--- src/hw/rtl/lrd_pkg.sv ---
// package for the local reachability density block
// holds the shared field widths, opcode codes, queue entry type and back-end states
// no dependencies
package lrd_pkg;

  // field widths fixed by the interface
  localparam int unsigned POINT_W = 10;
  localparam int unsigned DIST_W  = 32;
  localparam int unsigned SUM_W   = 38;
  localparam int unsigned K_W     = 7;

  // configuration register map
  localparam int unsigned PADDR_W = 3;
  localparam logic [0:0] REG_NEIGHBOR_COUNT = 1'b0;

  // job queue between front and back end
  localparam int unsigned FIFO_DEPTH = 2;

  // input opcodes
  typedef enum logic [0:0] {
    OP_KDIST_WRITE = 1'b0,
    OP_ACCUMULATE  = 1'b1
  } lrd_op_e;

  // one finished query waiting for its division
  typedef struct packed {
    logic [POINT_W-1:0] point;
    logic [SUM_W-1:0]   sum;
    logic [K_W-1:0]     k;
  } lrd_job_t;

  // back-end divider states
  typedef enum logic [1:0] {
    BK_IDLE = 2'd0,
    BK_RUN  = 2'd1,
    BK_DONE = 2'd2
  } lrd_back_state_e;

endpackage

--- src/hw/rtl/lrd_back.sv ---
// back end: divides k * 2^32 by the reachability sum, one quotient bit per cycle
// depends on lrd_pkg; pops jobs from lrd_fifo and drives the result channel
module lrd_back
  import lrd_pkg::*;
(
  input  logic               clk_i,
  input  logic               rst_ni,
  input  logic               job_valid_i,
  input  lrd_job_t           job_i,
  output logic               pop_o,
  output logic               out_valid_o,
  input  logic               out_stall_i,
  output logic [POINT_W-1:0] result_point_o,
  output logic [DIST_W-1:0]  density_score_o,
  output logic               zero_sum_flag_o
);

  localparam int unsigned CNT_W = $clog2(DIST_W);

  lrd_back_state_e state_q, state_d;

  logic [SUM_W:0]     rem_q;
  logic [SUM_W-1:0]   den_q;
  logic [DIST_W-1:0]  quo_q;
  logic [CNT_W-1:0]   cnt_q;
  logic [POINT_W-1:0] point_q;
  logic               zero_q;

  logic               out_valid_q;
  logic [POINT_W-1:0] out_point_q;
  logic [DIST_W-1:0]  out_score_q;
  logic               out_zero_q;

  logic               out_free;
  logic               out_load;
  logic               job_sat;
  logic [SUM_W:0]     rem_shift;
  logic               q_bit;
  logic [SUM_W:0]     rem_next;

  assign out_free = !out_valid_q || !out_stall_i;
  // quotient reaches 2^32 exactly when the sum does not exceed k
  assign job_sat  = (job_i.sum <= SUM_W'(job_i.k));

  // one restoring division step
  assign rem_shift = {rem_q[SUM_W-1:0], 1'b0};
  assign q_bit     = (rem_shift >= {1'b0, den_q});
  assign rem_next  = q_bit ? (rem_shift - {1'b0, den_q}) : rem_shift;

  // next state
  always_comb begin
    state_d = state_q;
    unique case (state_q)
      BK_IDLE: begin
        if (job_valid_i) begin
          state_d = job_sat ? BK_DONE : BK_RUN;
        end
      end
      BK_RUN: begin
        if (cnt_q == CNT_W'(DIST_W - 1)) begin
          state_d = BK_DONE;
        end
      end
      BK_DONE: begin
        if (out_free) begin
          state_d = BK_IDLE;
        end
      end
      default: state_d = BK_IDLE;
    endcase
  end

  // state outputs
  always_comb begin
    pop_o    = 1'b0;
    out_load = 1'b0;
    unique case (state_q)
      BK_IDLE: pop_o    = job_valid_i;
      BK_RUN:  pop_o    = 1'b0;
      BK_DONE: out_load = out_free;
      default: begin
        pop_o    = 1'b0;
        out_load = 1'b0;
      end
    endcase
  end

  always_ff @(posedge clk_i or negedge rst_ni) begin
    if (!rst_ni) begin
      state_q     <= BK_IDLE;
      out_valid_q <= 1'b0;
    end else begin
      state_q <= state_d;
      if (out_load) begin
        out_valid_q <= 1'b1;
      end else if (!out_stall_i) begin
        out_valid_q <= 1'b0;
      end
    end
  end

  // divider datapath
  always_ff @(posedge clk_i) begin
    if (pop_o) begin
      point_q <= job_i.point;
      den_q   <= job_i.sum;
      zero_q  <= (job_i.sum == '0);
      rem_q   <= (SUM_W + 1)'(job_i.k);
      quo_q   <= job_sat ? '1 : '0;
      cnt_q   <= '0;
    end else if (state_q == BK_RUN) begin
      rem_q <= rem_next;
      quo_q <= {quo_q[DIST_W-2:0], q_bit};
      cnt_q <= cnt_q + 1'b1;
    end
  end

  // output register
  always_ff @(posedge clk_i) begin
    if (out_load) begin
      out_point_q <= point_q;
      out_score_q <= quo_q;
      out_zero_q  <= zero_q;
    end
  end

  assign out_valid_o     = out_valid_q;
  assign result_point_o  = out_point_q;
  assign density_score_o = out_score_q;
  assign zero_sum_flag_o = out_zero_q;

endmodule

--- config.mk ---
export PLATFORM = sky130hd
export DESIGN_NAME = lrd_back
export DESIGN_NICKNAME = d
export VERILOG_FILES = /design/src/hw/rtl/lrd_pkg.sv /design/src/hw/rtl/lrd_back.sv
export SDC_FILE = /design/constraint.sdc
export NUM_CORES = 1
export LEC_CHECK = 0
export BUFFER_PORTS_ARGS = -buffer_cell sky130_fd_sc_hd__buf_2
export CORE_ASPECT_RATIO = 0.75
export CORE_UTILIZATION = 58
export CTS_CLUSTER_DIAMETER = 30
export DETAILED_ROUTE_END_ITERATION = 8
export PLACE_DENSITY = 0.82
export SETUP_SLACK_MARGIN = 0.02
export SYNTH_ARGS = -nofsm -noshare
export SYNTH_HDL_FRONTEND = slang
export SYNTH_SLANG_ARGS = --single-unit
--- constraint.sdc ---
create_clock -name clk_i -period 4.7 [get_ports clk_i]
set_input_delay 0 -clock clk_i [delete_from_list [all_inputs] [get_ports clk_i]]
set_output_delay 0 -clock clk_i [all_outputs]
set_load 0.01 [all_outputs]
==> reports/summary.log <==
[power_and_ir_drop] worst vdd ir 0.327 mV
[placed_design] routability congestion estimate 0.907
[timing] time the worst path needs with I/O delays and setup 3.33 ns
[clocking] TritonCTS Buffers 17
[route] sum of routed wire length over all layers 20,000 microns
[timing] Achievable Freq 300 MHz
[route] ratio of routed vias to standard cells 5.72
[route] drt pass-1 iters 5
[power_and_ir_drop] sw power 2.90 mW
[logic_synthesis] top-area cell type share of the netlist area 46.2%
[logic_synthesis] #FFs+latches synth 170
[logic_synthesis] Compound-Gate Fraction of Synth Area 13.4%
[floorplan] die extent in y 107 microns
[clocking] H-tree lvl count 4
[route] DRC errors left 0
[min_path] Tightest Hold Check Type input port to flop
[timing] final setup TNS 0 ns
[worst_setup_path] Reg-to-Reg End rem_q[18]
[logic_synthesis] simple-gate share of the synthesized area 13.5%
[min_path] hold depth 3
[logic_synthesis] Adder-Cell Fraction of Synth Area 7.15%
[floorplan] initial cell density of the core 60.6%
[clocking] TritonCTS clock tree yes
[floorplan] num ports 104
[clocking] latest clock arrival within the worst-skew pair 0.42 ns
[global_routing] GRT overflow 0
[power_and_ir_drop] cell internal power dissipation 4.30 mW
[worst_setup_path] critical path arrival 3.65 ns
[floorplan] standard-cell rows 37
[logic_synthesis] sequential element share of the synthesized area 55.6%
[timing] crit share post-route 70.9%
[floorplan] core area 14,000 sq um
[flow_run] number of max-cap violations 0
[route] vias 6,714
[worst_setup_path] Crit path required time 5.02 ns
[worst_setup_path] Worst Reg2Reg Path Length in Cells 10
[min_path] end of the worst hold path rem_q[2]
[floorplan] horizontal die dimension 142 microns
[min_path] worst hold path startpoint job_i[2]
[global_routing] global-route usage over all layers 27.3%
[clocking] post-CTS clock slew at the launch and capture registers of the worst setup and hold paths 0.07 ns
[placed_design] count of input and output buffers 103
[clocking] maximum root-to-sink buffer count 2
[cells_and_area] nets@finish 1,072
[power_and_ir_drop] Comb pwr share 46.5%
[global_routing] antenna violations before repair 0
[route] Antenna Nets Post-Route 0
[logic_synthesis] most area-hungry cell type in the Yosys netlist sky130_fd_sc_hd__edfxtp_1
[global_routing] vias in the first global route 6,447
[logic_synthesis] synthesized instance count 807
[timing] final slew viol count 0
[logic_synthesis] fraction of synthesis flops using an asynchronous set or reset pin 1.76%
[logic_synthesis] top post-synthesis cells by area sky130_fd_sc_hd__edfxtp_1 46%, sky130_fd_sc_hd__dfxtp_1 8.5%, sky130_fd_sc_hd__ha_1 6.9%, sky130_fd_sc_hd__nand2_1 6.4%, sky130_fd_sc_hd__a21oi_1 2.9%
[power_and_ir_drop] overall power 7.20 mW
[cells_and_area] number of antenna cells inserted 0
[worst_setup_path] maximum net fanout on the critical path 20
[status] run status finished clean
[timing] worst clock skew 0.0105 ns
[timing] worst-margin pin slew 1.05 ns
[clocking] post-CTS resize count 0
[timing] worst setup slack after layout 1.37 ns
[clocking] sinks on the clock net 170
[clocking] root buffer cell sky130_fd_sc_hd__clkbuf_16
[worst_setup_path] worst reg-to-reg setup slack 1.37 ns
[logic_synthesis] parity-gate share of the synthesized area counting xor and xnor cells 3.29%
[logic_synthesis] EDFF count, synth 131
[logic_synthesis] Cell Area, Synth 8510 sq um
[logic_synthesis] synthesized netlist net count 914
[route] average wire length per cell after detail routing 17.1 microns
[logic_synthesis] number of distinct library cell variants in the gate-level netlist after synthesis 57
[worst_setup_path] startpoint-to-endpoint class of the critical path flop to flop
[placed_design] detailed placer's ending HPWL 13,200 microns
[timing] unrepaired setup endpoints after global routing false
[worst_setup_path] Crit Reg-Reg Startpoint rem_q[3]
[logic_synthesis] main combinational cell family by area after synthesis simple AND/OR/NAND/NOR gates
[timing] remaining max-slew budget at the tightest pin 29.6%
[cells_and_area] area grow syn2layout 22.5%
[power_and_ir_drop] Flop pwr share 34.2%
[timing] Final Hold Vio Count 0
[route] Detailed Route Iter0 Violations 649
[cells_and_area] count of filler cells inserted in the layout 930
[power_and_ir_drop] switching share of total power 40.2%
[placed_design] Worst Setup Slack post-DPL 1.43 ns
[logic_synthesis] multiplexer share of the synthesized area 3.09%
[global_routing] first-pass GRT wire length 31,700 microns
[cells_and_area] share of final-layout standard cells stronger than drive strength 1 16.4%
[timing] setup violation total in the final timing report 0
[global_routing] maximum number of pins on one net before global-route repair 58
[power_and_ir_drop] static leakage 4.55 nW
[logic_synthesis] average footprint of a synthesized cell 10.5 sq um
[worst_setup_path] critical path launch point type flop
[logic_synthesis] Post-synth top flop sky130_fd_sc_hd__edfxtp_1
[logic_synthesis] yosys warns 0
[power_and_ir_drop] Power Dens Cells 691 nW/um^2
[worst_setup_path] capturing element type of the critical path flop
[floorplan] Die Footprint 15,200 sq um
[cells_and_area] final cell area excluding filler cells 10,400 sq um
[power_and_ir_drop] clock network fraction of total power 19.3%
[placed_design] area after detailed placement 9240 sq um
-- Yosys cell counts (all sizes together) (8+ instances only) --
cell type / n
dfxtp: 36
nand4: 9
a21o: 18
nor2: 42
mux2i: 18
xor2: 14
xnor2: 18
o211ai: 9
edfxtp: 131
clkbuf: 27
inv: 57
ha: 47
nand3: 20
nor3: 10
a21oi: 51
nand2b: 8
o21ai: 49
nor4: 10
nand2: 145
-- timing repair --
| item | CTS | global route |
|---|---|---|
| hold buffers | 58 | 0 |
| setup buffers | 0 | 0 |
| hold endpoints to repair | 59 | 0 |
-- area by class of cell --
| type | instances | area (sq um) | area share (%) |
|---|---|---|---|
| sequential | 170 | 4730 | 45.4 |
| inverter | 58 | 218 | 2.09 |
| multi-input combinational | 548 | 3460 | 33.2 |
| tap | 195 | 244 | 2.34 |
| timing repair buffer | 170 | 1160 | 11.2 |
| clock inverter | 15 | 178 | 1.71 |
| clock buffer | 17 | 425 | 4.08 |
-- through the flow --
step	cells	utilization, %	hold slack, ns
final	1173	74.3	0.000859
after global placement	1083	65.8	-0.201
after global routing	1173	74.3	0.0194
after floorplan	807	-	-0.296
after detailed placement	1083	65.8	-0.198
after CTS	1173	74.3	0.0144
-- critical path, cell delays in order (launching register included) --
cell                       delay, ns
sky130_fd_sc_hd__edfxtp_1       0.42
sky130_fd_sc_hd__ha_1           0.42
sky130_fd_sc_hd__o211ai_1       0.14
sky130_fd_sc_hd__a21oi_2        0.21
sky130_fd_sc_hd__o21ai_0        0.16
sky130_fd_sc_hd__a21oi_1        0.32
sky130_fd_sc_hd__nor3_1         0.15
sky130_fd_sc_hd__nor2_4         0.49
sky130_fd_sc_hd__buf_4          0.37
sky130_fd_sc_hd__mux2_2         0.37
sky130_fd_sc_hd__a22o_1         0.18
-- metal layers --
metal	global-route usage [%]	up-vias	wire (microns)
li1	-	3218	-
met1	37.1	3205	9110
met5	0	-	0
met3	4.96	34	1280
met2	44.1	257	9220
met4	10.2	0	424
-- cell families after synthesis --
family	after synthesis
XOR/XNOR	32
flip-flops	170
adder cells (fa/ha/maj)	48
multiplexers	25
AO/OA/AOI/OAI	179
AND/OR/NAND/NOR	264
buffers and inverters	89
-- worst max-delay path by stage --
| stage | start | to | depth (start not counted) |
|---|---|---|---|
| after floorplan | state_q[0] | quo_q[0] | 6 |
| after global placement | rem_q[3] | rem_q[18] | 10 |
| after detailed placement | rem_q[0] | rem_q[18] | 11 |
| after CTS | rem_q[0] | rem_q[18] | 11 |
| after global routing | rem_q[4] | rem_q[18] | 10 |
| final | rem_q[3] | rem_q[18] | 10 |
-- state kept, by name, indices dropped and copies added (netlist names) --
signal / flops
quo_q: 32
den_q: 38
zero_q: 1
point_q: 10
cnt_q: 5
zero_sum_flag_o: 1
density_score_o: 32
result_point_o: 10
rem_q: 38
out_valid_o: 1
state_q: 2
-- placed cells by master, fill, tap and decap left out, drive strengths merged, types with 7 or more instances in the layout --
master,instances
nand2,145
inv,64
edfxtp,131
clkinv,9
a21oi,51
buf,112
nand3,20
xor2,14
o211ai,9
a21o,18
nand2b,8
ha,47
nor2,42
and3,7
mux2i,18
nor4,10
nand4,9
dlygate4sd3,58
a31oi,7
o21ai,49
dfxtp,36
clkbuf,17
nor3,10
xnor2,18
mux2,7
-- power groups by stage --
| stage | logic, mW | registers, mW | clock network (mW) |
|---|---|---|---|
| floorplan | 2.55 | 2.40 | 0 |
| global placement | 3.14 | 2.46 | 0 |
| detailed placement | 3.22 | 2.47 | 0 |
| CTS | 3.28 | 2.45 | 1.40 |
| global route | 3.70 | 2.50 | 1.45 |
| finish | 3.35 | 2.46 | 1.39 |
Note: power is estimated with default switching activity, not from simulation.
