`config.mk`:
```
export PLATFORM = sky130hd
export DESIGN_NAME = lrd_fifo
export DESIGN_NICKNAME = d
export VERILOG_FILES = /design/src/hw/rtl/lrd_pkg.sv /design/src/hw/rtl/lrd_fifo.sv
export SDC_FILE = /design/constraint.sdc
export NUM_CORES = 1
export LEC_CHECK = 0
export BUFFER_PORTS_ARGS = -buffer_cell sky130_fd_sc_hd__buf_2
export CORE_AREA = 2 2 100 83
export CTS_BUF_LIST = sky130_fd_sc_hd__clkbuf_8
export CTS_CLUSTER_DIAMETER = 30
export DETAILED_ROUTE_END_ITERATION = 8
export DIE_AREA = 0 0 102 85
export PLACE_DENSITY_LB_ADDON = 0.3
export SLEW_MARGIN = 0
export SYNTH_ARGS = -nofsm -noshare
export SYNTH_HDL_FRONTEND = slang
export SYNTH_SLANG_ARGS = --single-unit
```
`constraint.sdc`:
```
create_clock -name clk_i -period 5.75 [get_ports clk_i]
set_clock_uncertainty 0.1 [all_clocks]
set_input_delay 0.8625 -clock clk_i [delete_from_list [all_inputs] [get_ports clk_i]]
set_output_delay 0.8625 -clock clk_i [all_outputs]
set_load 0.01 [all_outputs]
```
`src/hw/rtl/lrd_pkg.sv`:
```
// package for the local reachability density block
// holds the shared field widths, opcode codes, queue entry type and back-end states
// no dependencies
package lrd_pkg;

  // field widths fixed by the interface
  localparam int unsigned POINT_W = 10;
  localparam int unsigned DIST_W  = 32;
  localparam int unsigned SUM_W   = 38;
  localparam int unsigned K_W     = 7;

  // configuration register map
  localparam int unsigned PADDR_W = 3;
  localparam logic [0:0] REG_NEIGHBOR_COUNT = 1'b0;

  // job queue between front and back end
  localparam int unsigned FIFO_DEPTH = 2;

  // input opcodes
  typedef enum logic [0:0] {
    OP_KDIST_WRITE = 1'b0,
    OP_ACCUMULATE  = 1'b1
  } lrd_op_e;

  // one finished query waiting for its division
  typedef struct packed {
    logic [POINT_W-1:0] point;
    logic [SUM_W-1:0]   sum;
    logic [K_W-1:0]     k;
  } lrd_job_t;

  // back-end divider states
  typedef enum logic [1:0] {
    BK_IDLE = 2'd0,
    BK_RUN  = 2'd1,
    BK_DONE = 2'd2
  } lrd_back_state_e;

endpackage

```
`src/hw/rtl/lrd_fifo.sv`:
```
// short job queue between the accumulating front end and the dividing back end
// depends on lrd_pkg
module lrd_fifo
  import lrd_pkg::*;
(
  input  logic     clk_i,
  input  logic     rst_ni,
  input  logic     push_i,
  input  lrd_job_t push_data_i,
  output logic     full_o,
  input  logic     pop_i,
  output logic     valid_o,
  output lrd_job_t pop_data_o
);

  localparam int unsigned PTR_W = (FIFO_DEPTH > 1) ? $clog2(FIFO_DEPTH) : 1;
  localparam int unsigned CNT_W = $clog2(FIFO_DEPTH + 1);

  lrd_job_t         entry_q [FIFO_DEPTH];
  logic [PTR_W-1:0] wptr_q, wptr_d;
  logic [PTR_W-1:0] rptr_q, rptr_d;
  logic [CNT_W-1:0] cnt_q, cnt_d;
  logic             do_push;
  logic             do_pop;

  assign full_o     = (cnt_q == CNT_W'(FIFO_DEPTH));
  assign valid_o    = (cnt_q != '0);
  assign pop_data_o = entry_q[rptr_q];
  assign do_push    = push_i && !full_o;
  assign do_pop     = pop_i && valid_o;

  // pointer and fill count update
  always_comb begin
    wptr_d = wptr_q;
    rptr_d = rptr_q;
    cnt_d  = cnt_q;
    if (do_push) begin
      wptr_d = (wptr_q == PTR_W'(FIFO_DEPTH - 1)) ? '0 : wptr_q + 1'b1;
    end
    if (do_pop) begin
      rptr_d = (rptr_q == PTR_W'(FIFO_DEPTH - 1)) ? '0 : rptr_q + 1'b1;
    end
    if (do_push && !do_pop) begin
      cnt_d = cnt_q + 1'b1;
    end else if (do_pop && !do_push) begin
      cnt_d = cnt_q - 1'b1;
    end
  end

  always_ff @(posedge clk_i or negedge rst_ni) begin
    if (!rst_ni) begin
      wptr_q <= '0;
      rptr_q <= '0;
      cnt_q  <= '0;
    end else begin
      wptr_q <= wptr_d;
      rptr_q <= rptr_d;
      cnt_q  <= cnt_d;
    end
  end

  // entry storage
  always_ff @(posedge clk_i) begin
    if (do_push) begin
      entry_q[wptr_q] <= push_data_i;
    end
  end

endmodule

```
==> results of run 1 <==
## state kept, by name (all words and copies together) (netlist names)
signal   flops
entry_q    110
cnt_q        2
rptr_q       1
wptr_q       1
## through the flow
step | std cells | total power (µW) | hold WS [ns] | cell area (µm²) | setup WS, ns
after floorplan | 190 | 1830 | 0.356 | 4330 | 1.93
after CTS | 440 | 2770 | 0.124 | 5370 | 2.69
after global placement | 409 | 2080 | 0.375 | 5010 | 3.13
final | 440 | 2730 | 0.153 | 5370 | 2.75
after global routing | 440 | 2860 | 0.117 | 5370 | 2.62
after detailed placement | 409 | 2100 | 0.382 | 5010 | 3.09
## synthesized netlist by cell type
library cell,number,share of area
ha_1,1,0.0029
xor2_1,2,0.0040
buf_6,5,0.013
mux2_4,40,0.14
buf_2,1,0.0012
nand2_1,1,0.00087
nand2b_1,1,0.0014
inv_1,2,0.0017
dfrtp_1,4,0.023
mux2_2,15,0.039
edfxtp_1,110,0.76
nor2_1,2,0.0017
or2_2,1,0.0014
xnor2_1,3,0.0061
nand2_2,1,0.0014
and3_1,1,0.0014
## worst max-delay path: cells and delay by family, from the launching register on
kind	cells	cell delay, ns
flops	1	1.06
buf+inv	1	0.15
mux	1	0.43
## cell usage in the layout, fill, tap and decap left out, drive strengths merged
cell	synthesis	routed
inv	2	3
clkbuf	0	17
ha	1	1
xor2	2	2
or2	1	1
bufinv	0	2
xnor2	3	3
clkinvlp	0	2
and3	1	1
nand2	2	2
nor2	2	2
clkinv	0	9
buf	6	117
edfxtp	110	110
dfrtp	4	4
nand2b	1	1
mux2	55	55
## routing by layer
layer	wire length, µm	part of all wire
met3	456	0.064
met2	3520	0.50
met5	0	0
met1	3090	0.44
met4	24	0.0034
## power by group through the flow
stage               Sequential, µW  Clock (µW)  Combinational, µW
floorplan                     1200           0                632
global placement              1300           0                778
detailed placement            1310           0                787
CTS                           1290         687                789
global route                  1310         722                830
finish                        1290         668                774
## how the worst max path moves through the flow
stage,startpoint,end,slack [ns],depth (start not counted)
floorplan,push_i,entry_q[0][0]$_DFFE_PP_,1.93,2
global placement,rptr_q$_DFFE_PN0P_,pop_data_o[40],3.13,2
detailed placement,push_i,entry_q[0][36]$_DFFE_PP_,3.09,4
CTS,rptr_q$_DFFE_PN0P_,pop_data_o[40],2.69,2
global route,rptr_q$_DFFE_PN0P_,pop_data_o[40],2.62,2
finish,rptr_q$_DFFE_PN0P_,pop_data_o[38],2.75,2
## logic make-up (layout without fill, tap and decap cells)
kind of cell	after synthesis	count (layout)	synth area share
buf+inv	8	150	0.0159
flops	114	114	0.785
xor+xnor	5	5	0.0101
simple gates	7	7	0.00838
mux	55	55	0.178
fa+ha+maj	1	1	0.00289
## cell type report
cell class              instances  area [µm²]
clock inverters                14         124
clock buffers                  17         234
inverters                       2        7.51
fillers                       532        2320
multi-input cells              68         871
repair buffers                117         591
flip-flops and latches        114        3410
well taps                     108         135
==> impl_metrics.ini, run 1 <==
[clocking]
numCtsBuffers = 17
cts_resized = 0
path_clk_slew_ns = 0.07
cts_setup_buffers = 0
clk_path_buf_depth = 2
h-tree-depth = 4
cts_tree = yes
clk_latency_ns = 0.40
root_buffer = clkbuf_8
cts_sinks = 114
postCtsHoldBufs = 0

[timing]
period_needed_ns = 3.00
slew_violations = 0
fmax_mhz = 333
tightest_slew_ns = 0.944
fin_crit_sh = 0.522
tns_ns = 0
rsz0062_at_grt = false
relSlewSlack = 0.371
hold_viol = 0
setup_viol = 0

[global_routing]
globalRouteMet3Util = 0.0750
antenna_found_initial = 0
grt.total_usage = 0.166
grt_pass1_wl_um = 10300
grt_pass1_vias = 2169
grt-ovfl-total = 0
grt_start_max_net_pins = 57
use_met2 = 0.263
use_met1 = 0.204
top_usage_layer = met2

[drt]
num_vias = 2141
drt_iter0_drc = 74
wl_per_cell_um = 16.1
ant_nets = 0
wirelength_um = 7090
via_per_inst = 4.87
dr.pass1.iters = 4
drc = 0

[place]
place.gp.congestion = 0.695
place_hpwl_um = 4650
port_buffers = 115

[floorplan]
ios = 116
fp.dieArea_um2 = 8670
initial_core_util = 0.563
fp.coreArea_um2 = 7690
fp.dieW_um = 102
fp-row-count = 29
die_y_um = 85

[critical_path]
worstSetupPathType = reg -> out
critPathCaptureType = primary output
worst_setup_path_start_kind = register
crit_arrival_ns = 2.04
critPathMaxFanout = 56
slowest_delay_ns = 1.06
cp.required_ns = 4.79
r2r-start = cnt_q[0]$_DFFE_PN0P_
reg2reg_slack_ns = 3.50
ff2ff_path_depth = 4
crit_slowest_cell = dfrtp_4
r2r-end = entry_q[0][4]$_DFFE_PP_
worstPathCellList = mux2_2 > buf_2

[power_and_ir_drop]
peakVddDrop_mv = 0.360
power_frac_clock = 0.245
power.leakage_uw = 0.00216
switching_share = 0.288
p_sw_uw = 785
intPower_uw = 1940
power_density_nw_per_um2 = 508
combPwrFrac = 0.284
seqPwrFrac = 0.471

[logic_synthesis]
synth_cells = 190
yosys_register_bits = 114
synth_nets = 250
avgSynthCellArea_um2 = 22.8
syn-cell-area_um2 = 4330
synthDistinctLibCells = 16
ys.warnings.count = 0
yosysSeqAreaShare = 0.785

[cells_and_area]
fin_nets = 380
drive_above_1_share = 0.614
num_antenna_cells = 0
final_util = 0.698
syn_to_final_growth_pct = 23.9

[run]
maxCapViolCount = 0

[worst_hold_path]
hold_path.class = in -> async

[run_status]
status = completed
No activity file was read; power rests on OpenSTA's default activity.
==> run 2: changes to the inputs <==
ABC_AREA = 1   (was unset)
CORE_AREA = 2 2 103 85   (was 2 2 100 83)
DIE_AREA = 0 0 105 87   (was 0 0 102 85)
clock period = 2.78 ns   (was 5.75 ns; I/O delays follow)
==> impl_metrics.ini, run 2 <==
[run_status]
status = completed

[drt]
dr.pass1.iters = 4
num_vias = 2711
drt_iter0_drc = 130
wirelength_um = 7800
drc = 0
wl_per_cell_um = 13.6
ant_nets = 0
via_per_inst = 4.73

[critical_path]
worstSetupPathType = reg -> out
path_buf_inv = 3
critPathMaxFanout = 37
critPathCaptureType = primary output
critPathCapture = pop_data_o[2]
cp.required_ns = 2.26
cp_top_family = buffers and inverters
r2r-start = cnt_q[1]$_DFFE_PN0P_
crit_cells = 5
worst_setup_path_start_kind = register
r2r-end = entry_q[0][5]$_DFFE_PP_
worstPathCellList = inv_2 > buf_12 > nand2_1 > nand2_1 > buf_2
slowest_delay_ns = 0.40
crit_slowest_cell = dfrtp_2
crit_arrival_ns = 1.68
ff2ff_path_depth = 6
crit_top_cell = nand2_1
reg2reg_slack_ns = 0.87
critPathLaunch = rptr_q$_DFFE_PN0P_

[power_and_ir_drop]
seqPwrFrac = 0.446
intPower_uw = 3540
combPwrFrac = 0.332
switching_share = 0.351
p_sw_uw = 1910
power_frac_clock = 0.221
peakVddDrop_mv = 0.648
fin_total_pwr_uw = 5450
power_density_nw_per_um2 = 1040
power.leakage_uw = 0.00231

[floorplan]
fp-row-count = 30
initial_core_util = 0.521
fp.dieW_um = 105
ios = 116
die_y_um = 87
fp.coreArea_um2 = 8180
fp.dieArea_um2 = 9140

[logic_synthesis]
synth.area.top_cells = edfxtp_1, nand2_1, dfrtp_1, buf_6, inv_1
yosys_register_bits = 114
ys.warnings.count = 0
synth_cells = 319
synth-edff-count = 110
ys_async_sr_fraction = 0.0351
synth_nets = 379
synthDistinctLibCells = 14
synthTopCellsByCount = nand2_1, edfxtp_1, buf_6
yosysSeqAreaShare = 0.798
yosys.cell_count.top_type = nand2_1
synth_top_cell_by_area = edfxtp_1
synth_top_flop_cell = edfxtp_1
synth_top_area_frac = 0.775
syn-cell-area_um2 = 4260
avgSynthCellArea_um2 = 13.4

[global_routing]
grt_pass1_wl_um = 12200
grt-ovfl-total = 0
grt_start_max_net_pins = 57
grt.total_usage = 0.178
grt_pass1_vias = 2632
antenna_found_initial = 0

[clocking]
clk_latency_ns = 0.40
clk_path_buf_depth = 2
h-tree-depth = 4
numCtsBuffers = 17
path_clk_slew_ns = 0.07
root_buffer = clkbuf_8
cts_sinks = 114
cts_tree = yes
cts_setup_buffers = 0

[worst_hold_path]
hold_path.class = in -> reg

[place]
place_hpwl_um = 4860
port_buffers = 115
place.gp.congestion = 0.739
placed_area_um2 = 4940

[run]
maxCapViolCount = 0

[cells_and_area]
drive_above_1_share = 0.330
final_common_cell = nand2_1
final_util = 0.643
fin_nets = 508
largest_reg_flops = 110
num_antenna_cells = 0
final_cell_area_um2 = 5270
top_regs = entry_q: 110 flops, cnt_q: 2 flops
syn_to_final_growth_pct = 23.5
fill_cells = 656
regMostFlops = entry_q
final_cell_mix = nand2_1, buf_2, edfxtp_1

[timing]
period_needed_ns = 2.20
tns_ns = 0
rsz0062_at_grt = false
slew_violations = 0
fin_crit_sh = 0.792
tightest_slew_ns = 0.611
relSlewSlack = 0.593
hold_viol = 0
setup_viol = 0
fmax_mhz = 454
run 2: cell types whose count changed after synthesis, sizes merged, moves of 6 or more:
| cell | previous run | this run |
|---|---|---|
| buf | 6 | 12 |
| mux2 | 55 | 0 |
| inv | 2 | 8 |
| nand2 | 2 | 176 |
run 2: cell families (layout without fill, tap and decap cells):
family / after synthesis / count (layout) / synth area share
simple gates: 182 / 182 / 0.161
flops: 114 / 114 / 0.798
buf+inv: 20 / 162 / 0.0340
fa+ha+maj: 1 / 1 / 0.00293
compound gates: 1 / 1 / 0.00117
xor+xnor: 1 / 1 / 0.00205
run 2: power by group through the flow:
stage | clock network (µW) | registers [µW] | logic, µW
floorplan | 0 | 2470 | 1170
global placement | 0 | 2460 | 1800
detailed placement | 0 | 2470 | 1830
CTS | 1240 | 2440 | 1850
global route | 1310 | 2470 | 2020
finish | 1210 | 2430 | 1810
run 2: routing by layer:
| metal | track usage | vias to the layer above | routed length, µm | share of wire |
|---|---|---|---|---|
| li1 | - | 1327 | - | - |
| met1 | 0.224 | 1266 | 3470 | 0.44 |
| met2 | 0.286 | 108 | 3650 | 0.47 |
| met3 | 0.0576 | 10 | 594 | 0.076 |
| met4 | 0.0824 | 0 | 95 | 0.012 |
| met5 | 0 | - | 0 | 0 |
run 2: worst min path at each step:
stage,depth (start not counted),startpoint,to,slack (ns)
after global placement,1,rst_ni,cnt_q[1]$_DFFE_PN0P_,0.13
final,1,push_data_i[37],entry_q[0][37]$_DFFE_PP_,0.1
after CTS,1,push_data_i[28],entry_q[0][28]$_DFFE_PP_,0.08
after global routing,1,push_data_i[37],entry_q[0][37]$_DFFE_PP_,0.07
after floorplan,0,rst_ni,cnt_q[0]$_DFFE_PN0P_,0.02
after detailed placement,1,rst_ni,cnt_q[0]$_DFFE_PN0P_,0.13
run 2: worst register-to-register path, cell delays in order, from the launching register on:
cell and delay (ns):
dfrtp_1 0.38, inv_1 0.11, nor2_1 0.08, nor2_1 0.13, nand2_1 0.10, inv_2 0.39, buf_4 0.31
run 2: timing repair:
action                                 CTS  global route
endpoints found under the hold margin    4             0
hold buffers                             1             0
resized for setup                        0             0
run 2: area by class of cell:
cell class / instances / area (µm²) / area share
flip-flops and latches: 114 / 3400 / 0.647
multi-input cells: 185 / 722 / 0.137
repair buffers: 122 / 656 / 0.125
clock buffers: 17 / 234 / 0.0444
well taps: 112 / 140 / 0.0266
clock inverters: 15 / 78.8 / 0.0150
inverters: 8 / 30.0 / 0.00570
run 2: per-stage QoR:
step,instances,setup WS (ns),hold slack [ns]
2_1_floorplan,319,0.256,0.0214
3_3_place_gp,540,0.909,0.128
3_5_place_dp,540,0.861,0.130
4_1_cts,573,0.543,0.0781
5_1_grt,573,0.438,0.0736
6_report,573,0.578,0.0959
